==> src/rtl/lbcs_pkg.sv <==
// ----------------------------------------------------------------------------
// lbcs_pkg
// Types and constants of the blink code status lamp.
// ----------------------------------------------------------------------------
package lbcs_pkg;

   localparam int TICK_W = 32;
   localparam int TIME_W = 16;
   localparam int POT_W  = 12;
   localparam int POS_W  = 2;
   localparam int CNT_W  = 3;
   localparam int IDX_W  = 3;

   // register indexes
   localparam logic [IDX_W-1:0] CSR_CORNER   = 3'd0;
   localparam logic [IDX_W-1:0] CSR_ON       = 3'd1;
   localparam logic [IDX_W-1:0] CSR_OFF      = 3'd2;
   localparam logic [IDX_W-1:0] CSR_GAP      = 3'd3;
   localparam logic [IDX_W-1:0] CSR_POT_LOW  = 3'd4;
   localparam logic [IDX_W-1:0] CSR_POT_HIGH = 3'd5;

   // reset values
   localparam logic [POS_W-1:0]  CORNER_RST   = 2'd0;
   localparam logic [TIME_W-1:0] ON_RST       = 16'd150;
   localparam logic [TIME_W-1:0] OFF_RST      = 16'd150;
   localparam logic [TIME_W-1:0] GAP_RST      = 16'd700;
   localparam logic [POT_W-1:0]  POT_LOW_RST  = 12'd10;
   localparam logic [POT_W-1:0]  POT_HIGH_RST = 12'd4085;

   localparam logic [CNT_W-1:0]  CNT_MAX      = 3'd7;

   typedef struct packed {
      logic [TICK_W-1:0] now_tick;
      logic              gauge_seen;
      logic [POT_W-1:0]  pot_sample;
   } req_payload_type;

   typedef struct packed {
      logic blink_pin;
      logic gauge_pin;
      logic pot_pin;
   } rsp_payload_type;

   typedef struct packed {
      logic [POS_W-1:0]  corner_position;
      logic [TIME_W-1:0] on_ticks;
      logic [TIME_W-1:0] off_ticks;
      logic [TIME_W-1:0] gap_ticks;
      logic [POT_W-1:0]  pot_low_limit;
      logic [POT_W-1:0]  pot_high_limit;
   } cfg_type;

   typedef enum logic [2:0] {
      PH_INIT = 3'b001,
      PH_DARK = 3'b010,
      PH_LIT  = 3'b100
   } phase_type;

endpackage

==> src/rtl/led_blink_code_status.sv <==
// ----------------------------------------------------------------------------
// led_blink_code_status
// Blink code status lamp with gauge and pot status pins.
// ----------------------------------------------------------------------------
// Each req beat is one service call: tick time, gauge flag and pot sample.
// Each call gives exactly one rsp beat: the lamp level after the call and two
// active-low status pins. The lamp blinks corner_position+1 times per group,
// lit for on_ticks, dark for off_ticks between blinks and gap_ticks after a
// group; elapsed time is a wrapping 32-bit difference. The first call after
// reset only records the time and leaves the lamp dark. A call passes the
// input register, then the result register; one call is taken every cycle
// while rsp_ready is high. The rate is set by the lamp sequencer, which
// updates its state once per call. With rsp_ready high, req_ready stays high.
// Write the csr registers only while no call is in flight.
// ----------------------------------------------------------------------------
module led_blink_code_status
   import lbcs_pkg::*;
(
   input  logic              clock,
   input  logic              reset,
   // call channel
   input  logic              req_valid,
   output logic              req_ready,
   input  req_payload_type   req_data,
   // result channel
   output logic              rsp_valid,
   input  logic              rsp_ready,
   output rsp_payload_type   rsp_data,
   // configuration
   input  logic              csr_we,
   input  logic [IDX_W-1:0]  csr_index,
   input  logic [TIME_W-1:0] csr_wdata
);

   cfg_type         cfg;

   // input register
   logic            in_valid_ff, in_valid_in;
   req_payload_type in_data_ff;

   // result register
   logic            out_valid_ff, out_valid_in;
   rsp_payload_type out_data_ff, out_data_in;

   logic            advance;   // input register beat moves to result register
   logic            lit_next;
   logic            in_window;

   lbcs_csr u_csr (
      .clock     (clock),
      .reset     (reset),
      .csr_we    (csr_we),
      .csr_index (csr_index),
      .csr_wdata (csr_wdata),
      .cfg       (cfg)
   );

   // lamp state advances exactly once per call, when the call moves on
   lbcs_lamp u_lamp (
      .clock    (clock),
      .reset    (reset),
      .step     (advance),
      .now_tick (in_data_ff.now_tick),
      .cfg      (cfg),
      .lit_next (lit_next)
   );

   // result register frees up when empty or when its beat is taken
   assign advance   = in_valid_ff && (!out_valid_ff || rsp_ready);
   assign req_ready = !in_valid_ff || advance;

   // an empty window (low above high) never matches
   assign in_window = (in_data_ff.pot_sample >= cfg.pot_low_limit) &&
                      (in_data_ff.pot_sample <= cfg.pot_high_limit);

   always_comb begin
      out_data_in.blink_pin = lit_next;
      out_data_in.gauge_pin = !in_data_ff.gauge_seen;
      out_data_in.pot_pin   = !in_window;
   end

   assign in_valid_in  = (req_valid && req_ready) || (in_valid_ff && !advance);
   assign out_valid_in = advance || (out_valid_ff && !rsp_ready);

   always_ff @(posedge clock) begin
      if (reset) begin
         in_valid_ff  <= 1'b0;
         out_valid_ff <= 1'b0;
      end else begin
         in_valid_ff  <= in_valid_in;
         out_valid_ff <= out_valid_in;
      end
   end

   always_ff @(posedge clock) begin
      if (req_valid && req_ready) begin
         in_data_ff <= req_data;
      end
      if (advance) begin
         out_data_ff <= out_data_in;
      end
   end

   assign rsp_valid = out_valid_ff;
   assign rsp_data  = out_data_ff;

endmodule

==> src/rtl/lbcs_csr.sv <==
// ----------------------------------------------------------------------------
// lbcs_csr
// Configuration register file, write only.
// ----------------------------------------------------------------------------
module lbcs_csr
   import lbcs_pkg::*;
(
   input  logic              clock,
   input  logic              reset,
   input  logic              csr_we,
   input  logic [IDX_W-1:0]  csr_index,
   input  logic [TIME_W-1:0] csr_wdata,
   output cfg_type           cfg
);

   cfg_type cfg_ff;
   cfg_type cfg_in;

   always_comb begin
      cfg_in = cfg_ff;
      if (csr_we) begin
         unique case (csr_index)
            CSR_CORNER:   cfg_in.corner_position = csr_wdata[POS_W-1:0];
            CSR_ON:       cfg_in.on_ticks        = csr_wdata;
            CSR_OFF:      cfg_in.off_ticks       = csr_wdata;
            CSR_GAP:      cfg_in.gap_ticks       = csr_wdata;
            CSR_POT_LOW:  cfg_in.pot_low_limit   = csr_wdata[POT_W-1:0];
            CSR_POT_HIGH: cfg_in.pot_high_limit  = csr_wdata[POT_W-1:0];
            default:      cfg_in = cfg_ff;  // unknown index: dropped
         endcase
      end
   end

   always_ff @(posedge clock) begin
      if (reset) begin
         cfg_ff.corner_position <= CORNER_RST;
         cfg_ff.on_ticks        <= ON_RST;
         cfg_ff.off_ticks       <= OFF_RST;
         cfg_ff.gap_ticks       <= GAP_RST;
         cfg_ff.pot_low_limit   <= POT_LOW_RST;
         cfg_ff.pot_high_limit  <= POT_HIGH_RST;
      end else begin
         cfg_ff <= cfg_in;
      end
   end

   assign cfg = cfg_ff;

endmodule

==> src/rtl/lbcs_lamp.sv <==
// ----------------------------------------------------------------------------
// lbcs_lamp
// Blink sequencer: lamp phase, blink count and last change time.
// ----------------------------------------------------------------------------
module lbcs_lamp
   import lbcs_pkg::*;
(
   input  logic              clock,
   input  logic              reset,
   input  logic              step,
   input  logic [TICK_W-1:0] now_tick,
   input  cfg_type           cfg,
   output logic              lit_next
);

   phase_type         phase_ff,  phase_in;
   logic [CNT_W-1:0]  blinks_ff, blinks_in;
   logic [TICK_W-1:0] last_ff,   last_in;

   logic [TICK_W-1:0] elapsed;
   logic [CNT_W-1:0]  target;
   logic              group_done;
   logic [TIME_W-1:0] wait_ticks;

   assign elapsed    = now_tick - last_ff;  // wraps modulo 2^TICK_W
   assign target     = {1'b0, cfg.corner_position} + CNT_W'(1);
   assign group_done = (blinks_ff >= target);
   assign wait_ticks = group_done ? cfg.gap_ticks : cfg.off_ticks;

   always_comb begin
      phase_in  = phase_ff;
      blinks_in = blinks_ff;
      last_in   = last_ff;
      unique case (phase_ff)
         PH_INIT: begin
            // first call only records the time
            phase_in = PH_DARK;
            last_in  = now_tick;
         end
         PH_LIT: begin
            if (elapsed >= {{(TICK_W-TIME_W){1'b0}}, cfg.on_ticks}) begin
               phase_in = PH_DARK;
               if (blinks_ff != CNT_MAX) begin
                  blinks_in = blinks_ff + CNT_W'(1);
               end
               last_in = now_tick;
            end
         end
         PH_DARK: begin
            if (elapsed >= {{(TICK_W-TIME_W){1'b0}}, wait_ticks}) begin
               if (group_done) begin
                  blinks_in = '0;
               end
               phase_in = PH_LIT;
               last_in  = now_tick;
            end
         end
         default: begin
            phase_in = PH_INIT;
         end
      endcase
   end

   always_ff @(posedge clock) begin
      if (reset) begin
         phase_ff  <= PH_INIT;
         blinks_ff <= '0;
         last_ff   <= '0;
      end else if (step) begin
         phase_ff  <= phase_in;
         blinks_ff <= blinks_in;
         last_ff   <= last_in;
      end
   end

   assign lit_next = (phase_in == PH_LIT);

endmodule

==> config.mk <==
export PLATFORM = sky130hd
export DESIGN_NAME = led_blink_code_status
export DESIGN_NICKNAME = d
export VERILOG_FILES = /design/src/rtl/lbcs_pkg.sv /design/src/rtl/led_blink_code_status.sv /design/src/rtl/lbcs_csr.sv /design/src/rtl/lbcs_lamp.sv
export SDC_FILE = /design/constraint.sdc
export NUM_CORES = 1
export LEC_CHECK = 0
export ABC_AREA = 1
export BUFFER_PORTS_ARGS = -buffer_cell sky130_fd_sc_hd__buf_2
export CORE_ASPECT_RATIO = 0.9
export CORE_UTILIZATION = 45
export CTS_CLUSTER_SIZE = 28
export DETAILED_ROUTE_END_ITERATION = 10
export PLACE_DENSITY = 0.6
export SLEW_MARGIN = 30
export SYNTH_ARGS = -nofsm -noshare
export SYNTH_HDL_FRONTEND = slang
export SYNTH_SLANG_ARGS = --single-unit
==> constraint.sdc <==
create_clock -name clock -period 9.3 [get_ports clock]
set_input_delay 1.395 -clock clock [delete_from_list [all_inputs] [get_ports clock]]
set_output_delay 1.395 -clock clock [all_outputs]
set_load 0.01 [all_outputs]
==> flow_summary.ini, run 1 <==
[final_layout]
fillers = 2147
final_layout_size_suffix_gt1_frac = 0.0923
syn_to_final_growth_pct = 12.2
nets = 1635
multiInputGateArea_mm2 = 0.00500
ff_latch_area_mm2 = 0.00372
diodes = 0

[cts]
clk_latency_ps = 450
cts_max_level = 4
ctsResizeCount = 0
cts-hold-fix-buffers = 0
clk_transition_reported_paths_ps = 70
cts_sinks = 162
cts_setup_buffers = 0
cts_tree = yes
root_buffer = clkbuf_16
cts_inserted_buffers = 17
clockBufferDepth = 2

[worst_setup_path]
cp_num_buf_inv = 5
r2r_start = u_csr.cfg[72]
worstSetupPathType = register to register
cp-start-kind = register
worstPathArrival_ps = 4220
critPathMostFrequentCell = nand2_1
startpoint = u_csr.cfg[72]
slowest_delay_ps = 490
slowest_stage = buf_4
crit_family = simple AND/OR/NAND/NOR gates
crit_required_ps = 9630
end_kind = register
worstPathMaxFanout = 64

[hold_path]
holdCritStartpoint = u_csr.cfg[41]
hold_path.class = register to register

[timing]
final.setup.tns_ps = 0
setup_viol = 0
hold_slack_ps = 455
worst_pin_slew_ps = 799
max_freq_ghz = 0.257
rsz0062_at_grt = no
maxSlewViolCount = 0
post-route-period-util = 0.419
layout_min_cycle_time_ps = 3890
final_hold_viol_count = 0
skew_ps = 13.8
relSlewSlack = 0.467

[die]
die_area_mm2 = 0.0225
core_area_mm2 = 0.0211
die_w_um = 158
fp-row-count = 50
die_h_um = 142
io_pins = 74
start_util = 0.466

[routing]
wl_um = 22800
route.detailed.drc = 0
vias = 8466
viasPerCell = 4.78
initialDrtViolationCount = 441
wl_per_cell_um = 12.9
dr.pass1.iters = 4
ant_nets = 0

[placement]
numPortBuffers = 73
dp_hpwl_um = 17300
gp_congestion = 0.886

[synth]
synth-seq-cells = 162
synth_cells = 1404
synth_area_mm2 = 0.00986
synth_enable_flop_cells = 48
ys.flop_type = dfxtp_1
avgSynthCellArea_um2 = 7.02
syn_nets = 1567
ys_warn_count = 0
ys_types = 34
synthArstFlopShare = 0
ys_seq_area_frac = 0.378

[power_and_ir_drop]
peakVddDrop_mv = 0.0888
power_leakage_uw = 0.00572
power.density_mw_per_mm2 = 179

[grt]
grt_max_degree = 111
grt_use_total = 0.213
grt_pass1_wl_um = 37400
grt_antenna_before_repair = 0
overflow = 0
grt_pass1_vias = 7615

[run]
drv_cap = 0

[status]
status = complete, no violations
==> power breakdown <==
group	internal, uW	switching (uW)	leakage, uW
clock	384	335	0.000285
combinational	172	310	0.00403
sequential	766	15.3	0.00140
==> metal layers <==
layer	wire (um)	vias up	global-route usage
met2	9940	130	0.338
met4	341	0	0.0536
met1	11700	3774	0.294
met3	769	22	0.0423
met5	0	-	0
li1	-	4540	-
==> synth_stat cells (all sizes together), types with 2 or more instances <==
master / instances / share of area
clkbuf: 19 / 0.0072
nand3b: 5 / 0.0038
buf: 11 / 0.0095
inv: 259 / 0.099
edfxtp: 48 / 0.15
nor3: 12 / 0.0071
a211oi: 4 / 0.0030
nand3: 52 / 0.026
ha: 93 / 0.12
mux2i: 6 / 0.0061
dfxtp: 114 / 0.23
o21ai: 66 / 0.033
nand4: 10 / 0.0070
nor2: 161 / 0.065
nand2: 422 / 0.16
and3: 2 / 0.0013
xor2: 14 / 0.012
a21oi: 80 / 0.041
o211ai: 16 / 0.012
o21bai: 3 / 0.0023
==> tightest hold or removal path, stage by stage (launching register included) <==
cell and delay, ps:
dfxtp_1 330, nand2_1 50, nand3_1 50
==> final cells by class <==
class                           instances  area share
Clock buffer                           18      0.0388
Clock inverter                         14      0.0146
Inverter                              259      0.0881
Multi-Input combinational cell        953       0.452
Sequential cell                       162       0.337
Tap cell                              286      0.0324
Timing Repair Buffer                   79      0.0374
==> cell families after synthesis <==
logic type,synth area share
XOR/XNOR,0.0133
adder cells (fa/ha/maj),0.120
multiplexers,0.00609
buffers and inverters,0.115
AO/OA/AOI/OAI,0.0949
AND/OR/NAND/NOR,0.273
flip-flops,0.378
==> flip-flops by register name, indices dropped and copies added (netlist names) <==
name and cells:
in_valid_ff 1, in_data_ff 45, u_csr.cfg 74, u_lamp.phase_ff 3
u_lamp.blinks_ff 3, u_lamp.last_ff 32, rsp_data 3, rsp_valid 1
==> layout by cell type, fill, tap and decap left out, types with 2 or more instances in the layout <==
master and n:
nor2_1 153, inv_8 5, clkinvlp_4 2, nor3_1 10, edfxtp_1 48, nor3_2 2, nand2_1 418, nor2_4 3
a21oi_1 80, buf_2 73, inv_6 5, xor2_1 14, nor2_2 5, nand3b_1 5, a211oi_1 4, o211ai_1 16
o21ai_0 66, clkbuf_16 17, ha_1 93, and3_1 2, dfxtp_1 114, buf_4 5, mux2i_1 6, inv_1 247
inv_2 11, nand3_1 52, nand4_1 9, o21bai_1 3, nand2_2 4
==> stage by stage <==
stage	std cells	setup WS [ps]	util	total power, uW	instance area [um2]
final	1771	5410	0.523	1980	11100
after detailed placement	1739	5310	0.495	1280	10500
after global routing	1771	4860	0.523	2110	11100
after global placement	1739	5470	0.495	1270	10500
after CTS	1771	5340	0.523	2000	11100
after floorplan	1404	5940	-	1150	9860
==> final timing paths <==
kind | endpoint | slack [ps] | cells after the start
worst max-delay path | u_lamp.last_ff[8] | 5410 | 30
worst min-delay path | u_csr.cfg[41] | 460 | 2
worst max register to register | u_lamp.last_ff[8] | 5410 | 30
worst min register to register | u_csr.cfg[41] | 460 | 2
Power figures use the tool's default switching activity.
==> run 2: changes to the inputs <==
clock period = 3.8 ns   (was 9.3 ns; I/O delays follow)
==> run 2 against run 1 <==
Compared with the run above:
- routed wire length increased by 7.2%
- cell count increased by 0.68%
- global-route usage increased by 0.49 points
- highest routed layer unchanged
==> flow_summary.ini, run 2 (same netlist as run 1, synthesis figures left out) <==
[cts]
clk_latency_ps = 440
cts_inserted_buffers = 17
cts_max_level = 4
root_buffer = clkbuf_16
clockBufferDepth = 2
cts_sinks = 162
clk_transition_reported_paths_ps = 70
cts_tree = yes
cts-hold-fix-buffers = 0

[timing]
worst_pin_slew_ps = 796
maxSlewViolCount = 0
setup_slack_ps = 253
final_hold_viol_count = 0
post-route-period-util = 0.933
max_freq_ghz = 0.282
relSlewSlack = 0.469
skew_ps = 16.6
setup_viol = 0
layout_min_cycle_time_ps = 3550

[worst_setup_path]
crit_family = simple AND/OR/NAND/NOR gates
slowest_delay_ps = 450
critPathMostFrequentCell = nand2_1
worstPathArrival_ps = 3870
cp_num_buf_inv = 4
worstSetupPathType = register to register
worstPathCellList = ha_4, nand2_1, nand2_1, nand2_1, nand2_1, inv_1, nand3_2, xor2_2, buf_4, ha_1, a21oi_1, nor3_1, a211oi_1, nand2_2, a21oi_2, nand4_1, nand3b_1, buf_6, clkbuf_16, nand2_1, nand2_1, nor2_1
slowest_stage = edfxtp_1
end_kind = register
crit_required_ps = 4120
worstPathMaxFanout = 8
cp-start-kind = register

[die]
fp-row-count = 50
io_pins = 74
start_util = 0.466
die_w_um = 158
die_h_um = 142
die_area_mm2 = 0.0225
core_area_mm2 = 0.0211

[power_and_ir_drop]
clkPwrFrac = 0.345
finalPower_uw = 4880
peakVddDrop_mv = 0.236
p_switching_uw = 1630
power.density_mw_per_mm2 = 429
power_leakage_uw = 0.00584
pwr-share-seq = 0.392
p_comb_frac = 0.262
p_int_uw = 3250
swShare = 0.334

[grt]
met3_usage = 0.0399
busiest_layer = met2
grt_antenna_before_repair = 0
grt_pass1_wl_um = 38500
grt_use_total = 0.218
grt.met1_usage = 0.309
grt_max_degree = 83
overflow = 0
grtUsageMet2 = 0.336
grt_pass1_vias = 7758

[final_layout]
stdcell_area_mm2 = 0.0114
ff_latch_area_mm2 = 0.00372
layout_common_cells = nand2_1 (415), inv_1 (246), nor2_1 (151)
diodes = 0
syn_to_final_growth_pct = 15.4
multiInputGateArea_mm2 = 0.00517
nets = 1647
largest_reg_flops = 74
final_layout_size_suffix_gt1_frac = 0.116
final_common_cell = nand2_1
fillers = 2101

[placement]
post_dp_cell_area_mm2 = 0.0105
gp_congestion = 0.886
place_ws_ps = 113
numPortBuffers = 73
dp_hpwl_um = 17500

[routing]
wl_um = 24400
viasPerCell = 4.84
ant_nets = 0
wl_per_cell_um = 13.7
initialDrtViolationCount = 611
vias = 8632
route.detailed.drc = 0
dr.pass1.iters = 5

[run]
drv_cap = 0

[status]
status = complete, no violations

[hold_path]
hold_path.class = input pin to register
[run 2: changes by cell type in the layout (fill, tap and decap cells not counted), sizes merged]
cell	change
clkbuf	+4
clkinv	+1
bufinv	-1
buf	+10
clkinvlp	-2
[run 2: power by group through the flow]
| stage | clock [uW] | combinational, uW | sequential [uW] |
|---|---|---|---|
| 6_report | 1690 | 1280 | 1920 |
| 5_1_grt | 1790 | 1480 | 1920 |
| 4_1_cts | 1720 | 1200 | 1910 |
| 3_5_place_dp | 0 | 1190 | 1950 |
| 3_3_place_gp | 0 | 1170 | 1950 |
| 2_1_floorplan | 0 | 881 | 1940 |
[run 2: per-layer routing]
layer / vias up / wire length, um
met5: - / 0
met4: 0 / 295
met3: 23 / 1020
met2: 173 / 10700
met1: 3879 / 12400
li1: 4557 / -
[run 2: final cells by class]
cell class	instances	share of cell area
Sequential cell	162	0.327
Timing Repair Buffer	91	0.0517
Tap cell	286	0.0314
Clock inverter	12	0.00924
Clock buffer	20	0.0402
Inverter	259	0.0857
Multi-Input combinational cell	953	0.455
[run 2: metrics by stage]
stage               TNS, ps  hold WS (ps)  std cells  utilization
finish                    0           299       1783        0.538
global placement          0           434       1742        0.497
floorplan                 0           424       1404            -
global route           -130           280       1783        0.538
detailed placement        0           440       1742        0.497
CTS                       0           283       1774        0.524
[run 2: timing repair]
item | in CTS | in global routing
setup endpoints to repair | 0 | 34
hold endpoints to repair | 0 | 0
setup buffers | 0 | 5
resized for setup | 0 | 37
[run 2: final timing paths]
kind,startpoint,to,slack (ps),cells after the start
setup / recovery,in_data_ff[19],u_lamp.last_ff[14],250,22
hold / removal,req_data[10],in_data_ff[10],300,1
setup reg to reg,in_data_ff[19],u_lamp.last_ff[14],250,22
hold reg to reg,u_csr.cfg[37],u_csr.cfg[37],450,2
